===== config.mk =====
export PLATFORM = sky130hd
export DESIGN_NAME = tvol_root_cell
export DESIGN_NICKNAME = d
export VERILOG_FILES = /design/src/rtl/tvol_pkg.sv /design/src/rtl/tvol_root_cell.sv
export SDC_FILE = /design/constraint.sdc
export NUM_CORES = 1
export LEC_CHECK = 0
export BUFFER_PORTS_ARGS = -buffer_cell sky130_fd_sc_hd__buf_4
export CORE_AREA = 2 2 247 273
export CTS_CLUSTER_SIZE = 28
export DETAILED_ROUTE_END_ITERATION = 8
export DIE_AREA = 0 0 249 275
export MAX_ROUTING_LAYER = met4
export SETUP_SLACK_MARGIN = 0.02
export SLEW_MARGIN = 20
export SYNTH_ARGS = -nofsm -noshare
export SYNTH_HDL_FRONTEND = slang
export SYNTH_SLANG_ARGS = --single-unit

===== constraint.sdc =====
create_clock -name i_clk -period 9.37 [get_ports i_clk]
set_clock_uncertainty 0.1 [all_clocks]
set_input_delay 0.937 -clock i_clk [delete_from_list [all_inputs] [get_ports i_clk]]
set_output_delay 0.937 -clock i_clk [all_outputs]
set_load 0.02 [all_outputs]

===== src/rtl/tvol_pkg.sv =====
// ----------------------------------------------------------------------------
// tvol_pkg
// Shared types, widths and term tables for the tetrahedron volume unit.
// ----------------------------------------------------------------------------
package tvol_pkg;

    localparam int EDGE_W  = 16;
    localparam int SQ_W    = 32;
    localparam int PAIR_W  = 64;
    localparam int TERM_W  = 96;
    localparam int SUM_W   = 104;
    localparam int REM_W   = 104;
    localparam int DEL_W   = 106;
    localparam int ROOT_W  = 48;
    localparam int BIT_W   = 6;
    localparam int N_EDGE  = 6;
    localparam int N_TERM  = 22;
    localparam int N_PAD   = 32;
    localparam int N_STAGE = 9;

    typedef struct packed {
        logic [EDGE_W-1:0] edge_12;
        logic [EDGE_W-1:0] edge_13;
        logic [EDGE_W-1:0] edge_14;
        logic [EDGE_W-1:0] edge_23;
        logic [EDGE_W-1:0] edge_24;
        logic [EDGE_W-1:0] edge_34;
    } t_in;

    typedef struct packed {
        logic [ROOT_W-1:0] volume;
        logic              degenerate;
    } t_out;

    // one slot of the root chain
    typedef struct packed {
        logic              valid;
        logic [REM_W-1:0]  rem;
        logic [ROOT_W-1:0] root;
        logic              degen;
    } t_root;

    typedef logic [2:0] t_idx;

    // squared edge indices: 0=12 1=13 2=14 3=23 4=24 5=34
    localparam t_idx TERM_A [N_TERM] = '{
        3'd0, 3'd1, 3'd2, 3'd3, 3'd4, 3'd5, 3'd0, 3'd0, 3'd1, 3'd3,
        3'd0, 3'd0, 3'd0, 3'd0, 3'd1, 3'd1, 3'd1, 3'd2, 3'd0, 3'd2, 3'd0, 3'd1};
    localparam t_idx TERM_B [N_TERM] = '{
        3'd0, 3'd1, 3'd2, 3'd3, 3'd4, 3'd5, 3'd1, 3'd2, 3'd2, 3'd4,
        3'd1, 3'd1, 3'd2, 3'd2, 3'd2, 3'd2, 3'd3, 3'd3, 3'd3, 3'd3, 3'd4, 3'd4};
    localparam t_idx TERM_C [N_TERM] = '{
        3'd5, 3'd4, 3'd3, 3'd2, 3'd1, 3'd0, 3'd3, 3'd4, 3'd5, 3'd5,
        3'd4, 3'd5, 3'd3, 3'd5, 3'd3, 3'd4, 3'd4, 3'd4, 3'd5, 3'd5, 3'd5, 3'd5};
    localparam logic TERM_NEG [N_TERM] = '{
        1'b1, 1'b1, 1'b1, 1'b1, 1'b1, 1'b1, 1'b1, 1'b1, 1'b1, 1'b1,
        1'b0, 1'b0, 1'b0, 1'b0, 1'b0, 1'b0, 1'b0, 1'b0, 1'b0, 1'b0, 1'b0, 1'b0};

endpackage


===== src/rtl/tvol_root_cell.sv =====
// ----------------------------------------------------------------------------
// tvol_root_cell
// One bit of the scaled square root: keep the bit if 144*r^2 still fits.
// ----------------------------------------------------------------------------
module tvol_root_cell
    import tvol_pkg::*;
(
    input  logic             i_clk,
    input  logic             i_rst_n,
    input  logic [BIT_W-1:0] i_bit,
    input  t_root            i_slot,
    output logic             o_adv,
    output t_root            o_slot,
    input  logic             i_adv
);

    t_root            r_slot;
    t_root            n_slot;
    logic [DEL_W-1:0] x;
    logic [DEL_W-1:0] delta;
    logic [DEL_W-1:0] rem_ext;
    logic             take;

    assign o_adv  = !r_slot.valid || i_adv;
    assign o_slot = r_slot;

    // delta = 144 * ((r + 2^b)^2 - r^2)
    always_comb begin
        x       = (DEL_W'({i_slot.root, 1'b0}) | (DEL_W'(1) << i_bit)) << i_bit;
        delta   = (x << 7) + (x << 4);
        rem_ext = DEL_W'(i_slot.rem);
        take    = (delta <= rem_ext);
        n_slot  = i_slot;
        if (take) begin
            n_slot.rem  = REM_W'(rem_ext - delta);
            n_slot.root = i_slot.root | (ROOT_W'(1) << i_bit);
        end
    end

    // hold valid under reset, advance with the chain
    always_ff @(posedge i_clk) begin
        if (!i_rst_n) begin
            r_slot.valid <= 1'b0;
        end else if (o_adv) begin
            r_slot.valid <= i_slot.valid;
        end
        if (o_adv) begin
            r_slot.rem   <= n_slot.rem;
            r_slot.root  <= n_slot.root;
            r_slot.degen <= n_slot.degen;
        end
    end

endmodule


==> results.md, run 1 <==
* Total GRT Usage at between 20 and 30%
* XOR/XNOR Fraction of Synth Area at ~7.1%
* Period utilization at between 90% and 100%
* Post-synth top area cell: edfxtp_1
* Mapped Nets at between 3k and 4k
* Worst path arrival time at about 9000 ps
* Sw Ratio at roughly 45%
* IO Pins at 318
* Layout cells sized above 1 at 29.6%
* Final setup vio count at 0
* TritonRoute pass-1 iters at 5
* Max-slew headroom at between 40% and 50%
* Via count at around 28k
* Cell count after synthesis at roughly 3.3k
* Max-cap violations at 0
* Final worst slack at approximately 360 ps
* Hold WC Path Type: in -> reg
* Clk buf depth at 2
* Synth Flop Type: edfxtp_1
* Clock Power Share at 10.5%
* Min cycle time layout at about 9000 ps
* Sequential share of power at 16.2%
* Flop and latch count out of synthesis at between 150 and 200
* Core area at 65800 sq um
* Wire length per cell at 19.4 microns
* Number of global-route vias before repair at ~27k
* Simple-Gate Fraction of Synth Area at 17.0%
* Clk slew on worst S/H paths at around 70 ps
* Die Area at slightly below 70000 sq um
* # H-tree levels at 4
* CTS Buf Count at 17
* Comb pwr share at between 70% and 80%
* Total power at between 7 and 8 mW
* Crit-path leading delay family: compound AO/OA/AOI/OAI gates
* Crit path top cell by count: buf_4
* First-pass GRT wire length at approximately 150000 microns
* Adder-cell share of the synthesized area at 13.9%
* CP Capture Type: flip-flop
* Crit path launch type: primary input
* Final Instance Count excl. Fillers at around 5.1k
* Area Growth Syn to Fin at 35.0%
* Clk Latency, worst-skew pair at ~500 ps
* Final Util at between 50% and 60%
* Starting Density at 39.6%
* CTS tree: done
* Complex-gate fraction of the synthesized area at between 20% and 30%
* Initial antenna violation count at 1
* Detail Placement HPWL at 83100 microns
* Post-synthesis mux area share at around a tenth
* Fin. max-slew vios at 0
* Commonest cells in the netlist: a21oi_1, ha_1, nand2_1, inv_1, nor2_1
* CP max stage delay at ~450 ps
* Switching power total at roughly 3.2 mW
* Fin area at around 35000 sq um
* Number of library cell types mapped by synthesis at roughly 110
* Fin nets at around 4.7k
* Pin count of the biggest net entering global routing at 60
* Share of the yosys chip area belonging to registers at between 10% and 20%
* Critical-path top delay cell: a2111oi_4
* Ys async rst share at 0%
* Least-Margin Pin Slew at 882 ps
* Share of the synthesized area in the top cell type at approximately 18%
* Top-count cell post-synth: a21oi_1
* Internal at 3.83 mW
* Die Width at about 250 microns
* Clk sinks at roughly 150
* Worst slack at placement at -376 ps
* CP Buf/Inv Count at 8
* Final hold vios at 0
* Setup Crit Path Kind: in -> reg
* Total grt overflow at 0
* Root Driver: clkbuf_16
* Post-synth EDFFs at ~150
* Dpl cell area at 34300 sq um
* Max reg flops at ~150
* WP data required at between 9000 and 10000 ps
* Post-route DRC violation count at 0
* Die height at around 280 microns
* Status: finished, final reports clean
* PwrDens at about 200 nW/um^2
* Leak at 17.4 nW
* Standard-cell rows at 99
* Post-Syn Area at around 26000 sq um
* Largest family of logic cells by synthesized area: compound AO/OA/AOI/OAI gates
* VDD IR max at 0.176 mV
* Post-Place Cells at approximately 5k
* Via density per instance at around 5.5
* Warnings, synthesis at 0
* Antenna Nets Post-Route at 0
* Area contributors post-synth: edfxtp_1, ha_1, mux2i_1
* Max FO, Critical Path at 25
* GPL Wtd Cong at ~0.99
* 1st-iter DRT viols at approximately 2.1k
* Port Buf Inserts at 317
* Fmax at ~110 MHz
* Routed wire length at 98800 microns
* Syn_area_per_cell at slightly below 8 sq um
metal layers:
layer | global-route usage (%) | part of all wire [%] | up-vias
li1 | - | - | 13800
met1 | 37.3 | 45 | 13300
met2 | 47.5 | 47 | 891
met3 | 3.08 | 5.2 | 138
met4 | 9.22 | 2.8 | 0
met5 | - | 0 | -
worst paths after layout:
path | start | endpoint | slack, ps | cells past startpoint
max reg2reg | o_slot[153] | o_slot[46] | 7070 | 3
min reg2reg | o_slot[153] | o_slot[153] | 740 | 2
max | i_bit[0] | o_slot[101] | 360 | 43
min | i_slot[0] | o_slot[0] | 510 | 1
power by group through the flow:
| stage | registers, mW | logic (mW) | clock network, mW |
|---|---|---|---|
| floorplan | 1.44 | 2.61 | 0 |
| global placement | 1.15 | 5.02 | 0 |
| detailed placement | 1.15 | 5.04 | 0 |
| CTS | 1.14 | 5.07 | 0.748 |
| global route | 1.16 | 5.57 | 0.764 |
| finish | 1.13 | 5.14 | 0.733 |
metrics by stage:
stage / TNS, ps / hold slack (ps)
final: 0 / 507
after global placement: -28360 / 728
after global routing: -340 / 491
after detailed placement: -40950 / 743
after floorplan: 0 / 936
after CTS: 0 / 475
layout make-up:
type / count / area, sq um
diodes: 1 / 2.50
well taps: 858 / 1070
clock buffers: 20 / 437
repair buffers: 1071 / 8180
inverters: 268 / 1010
multi-input cells: 2694 / 19700
clock inverters: 12 / 143
fillers: 6375 / 30600
flip-flops and latches: 154 / 4610
logic make-up after synthesis:
| logic type | Yosys count |
|---|---|
| DFF | 154 |
| buffers and inverters | 479 |
| AOI/OAI and AO/OA | 1038 |
| xor gates and xnor gates | 209 |
| muxes | 244 |
| and+or+nand+nor | 914 |
| adders and majority gates | 289 |
repair_timing:
item                                    CTS  global route
hold buffers                              0             0
resized for setup                         0            51
setup buffers                             0            10
endpoints found under the setup margin    0           148
placed cells by master (no fill, tap or decap), types with 26 or more instances in the layout:
cell type     n
nand4_1      64
edfxtp_1    153
and3_1       37
mux2i_1     190
inv_1       265
nor2b_1      31
ha_1        281
o22ai_1      29
nor3_1       46
a21o_1      169
o21ai_0     164
a21oi_1     292
nor2_1      235
buf_4      1060
o21a_1       26
nand2b_1     42
o21bai_1     81
nand3_1      67
a31oi_1      34
and2_1       32
nand2_1     273
a211oi_1     31
mux2_2       30
xor2_1       89
xnor2_1     116
(Power assumes the default switching activity.)
==> run 2, diff against run 1 <==
--- a/config.mk
+++ b/config.mk
@@ -7,6 +7,7 @@
 export LEC_CHECK = 0
 export BUFFER_PORTS_ARGS = -buffer_cell sky130_fd_sc_hd__buf_4
 export CORE_AREA = 2 2 247 273
+export CTS_BUF_LIST = sky130_fd_sc_hd__clkbuf_4
 export CTS_CLUSTER_SIZE = 28
 export DETAILED_ROUTE_END_ITERATION = 8
 export DIE_AREA = 0 0 249 275
==> run 2 against run 1 <==
Effect of this change: utilization is 0.75 points lower; critical path type unchanged; non-clock buffer count is 8 lower; clock power is 35% lower; cell area is 1.4% lower; critical path depth is 2 higher; worst hold slack worse by 300 ps; clock-buffer cell count stayed put; wire length is 0.28% lower; flip-flop and latch count stayed put; first-iteration DRC count is 0.62% lower; global-route usage is 0.055 points lower; power is 4.2% lower.
==> results.md, run 2 (synthesis results as in run 1) <==
* Status: finished, final reports clean
* Wire length per cell at 19.4 microns
* TritonRoute pass-1 iters at 5
* Final worst slack at around 480 ps
* Crit path top cell by count: buf_4
* Initial antenna violation count at 3
* Least-Margin Pin Slew at ~870 ps
* Max reg flops at approximately 150
* Layout cells sized above 1 at roughly 29%
* Leak at about 17 nW
* PwrDens at between 150 and 200 nW/um^2
* Pin count of the biggest net entering global routing at 60
* Post-Place Cells at between 5k and 6k
* WP data required at 9800 ps
* Commonest non-fill, non-tap cell in the layout: buf_4
* Via count at between 20k and 30k
* First-pass GRT wire length at around 150000 microns
* Antenna Nets Post-Route at 0
* Worst slack at placement at -376 ps
* Max-cap violations at 0
* CTS Buf Count at 17
* RSZ-0062 raised after global routing: no
* Sequential share of power at between 10% and 20%
* Comb pwr share at 76.0%
* VDD IR max at between 0.09 and 0.1 mV
* # H-tree levels at 4
* Fmax at ~110 MHz
* Standard-cell rows at 99
* Total GRT Usage at 28.9%
* Clk sinks at 154
* Sw Ratio at a little under half
* Area Growth Syn to Fin at 33.1%
* Fin. max-slew vios at 0
* Clock Power Share at under 10%
* Starting Density at between 30% and 40%
* Min cycle time layout at just under 9000 ps
* Die Area at slightly below 70000 sq um
* CP max stage delay at ~480 ps
* 1st-iter DRT viols at ~2.1k
* Final setup vio count at 0
* Max-slew headroom at 41.9%
* Dpl cell area at about 34000 sq um
* Port Buf Inserts at roughly 320
* Core area at roughly 66000 sq um
* Hold WC Path Type: in -> reg
* Worst hold margin at 209 ps
* Clk buf depth at 2
* Switching power total at ~3.1 mW
* Setup Crit Path Kind: in -> reg
* GPL Wtd Cong at approximately 0.99
* Fin nets at roughly 4.6k
* Via density per instance at around 5.5
* Post-route DRC violation count at 0
* IO Pins at roughly 320
* CTS tree: done
* Number of global-route vias before repair at roughly 27k
* Final Instance Count excl. Fillers at ~5.1k
* Routed wire length at ~100000 microns
* Final hold vios at 0
* # hold bufs at CTS at 0
* Die Width at 249 microns
* Clk Latency, worst-skew pair at just under 800 ps
* CP Capture Type: flip-flop
* Fin area at around 35000 sq um
* Total power at roughly 6.7 mW
* Period utilization at a little over nine tenths
* Detail Placement HPWL at about 83000 microns
* Worst path arrival time at ~9300 ps
* Internal at between 3 and 4 mW
* Die height at approximately 280 microns
* Max FO, Critical Path at 25
* Crit path launch type: primary input
* Most frequent cells in the layout: buf_4, a21oi_1, ha_1
* Clk slew on worst S/H paths at ~170 ps
* Root Driver: clkbuf_4
* Total grt overflow at 0
* Critical-path top delay cell: a2111oi_4
-- run 2: cell types whose count changed in the layout (fill, tap and decap cells not counted), moves of 4 or more --
cell,previous run,this run
a21oi_2,9,5
clkbuf_4,0,20
a21oi_1,292,296
clkbuf_16,17,0
a211oi_2,5,1
a211oi_1,31,35
buf_4,1060,1052
-- run 2: area by class of cell --
type | count | area (sq um)
inverters | 268 | 1010
clock inverters | 12 | 143
diodes | 4 | 10.0
fillers | 6428 | 31100
repair buffers | 1063 | 8120
clock buffers | 20 | 150
multi-input cells | 2694 | 19600
well taps | 858 | 1070
flip-flops and latches | 154 | 4610
-- run 2: final timing paths --
check,slack (ps),depth (start not counted),end,start
min reg2reg,760,2,o_slot[153],o_slot[153]
min,210,1,o_slot[49],i_slot[49]
max,480,45,o_slot[101],i_bit[0]
max reg2reg,7040,3,o_slot[46],o_slot[153]
-- run 2: metal layers --
layer	routed length (microns)	global-route usage (%)	part of all wire (%)	up-vias
met5	0	-	0	-
met4	2910	9.33	3.0	0
met3	5420	3.47	5.5	145
met2	45900	47.2	47	951
met1	44200	37.2	45	13200
li1	-	-	-	13800
-- run 2: power groups by stage --
stage | Clock (mW) | Combinational [mW] | Sequential, mW
after floorplan | 0 | 2.61 | 1.44
after global placement | 0 | 5.02 | 1.15
after detailed placement | 0 | 5.04 | 1.15
after CTS | 0.491 | 5.06 | 1.14
after global routing | 0.507 | 5.54 | 1.16
final | 0.478 | 5.10 | 1.13
-- run 2: critical path: cells and delay by family --
kind / cells / cell delay, ps
buffers and inverters: 11 / 1910
AND/OR/NAND/NOR: 8 / 600
multiplexers: 1 / 130
XOR/XNOR: 1 / 280
adder cells (fa/ha/maj): 2 / 610
AO/OA/AOI/OAI: 22 / 4760
-- run 2: stage by stage --
step                TNS, ps  utilization (%)
floorplan                 0                -
global route              0             52.7
detailed placement   -40950             52.2
finish                    0             52.7
CTS                       0             52.6
global placement     -28360             52.2
-- run 2: repair_timing --
item / CTS / global route
endpoints found under the setup margin: 0 / 139
setup buffers: 0 / 2
gates resized for setup: 0 / 11
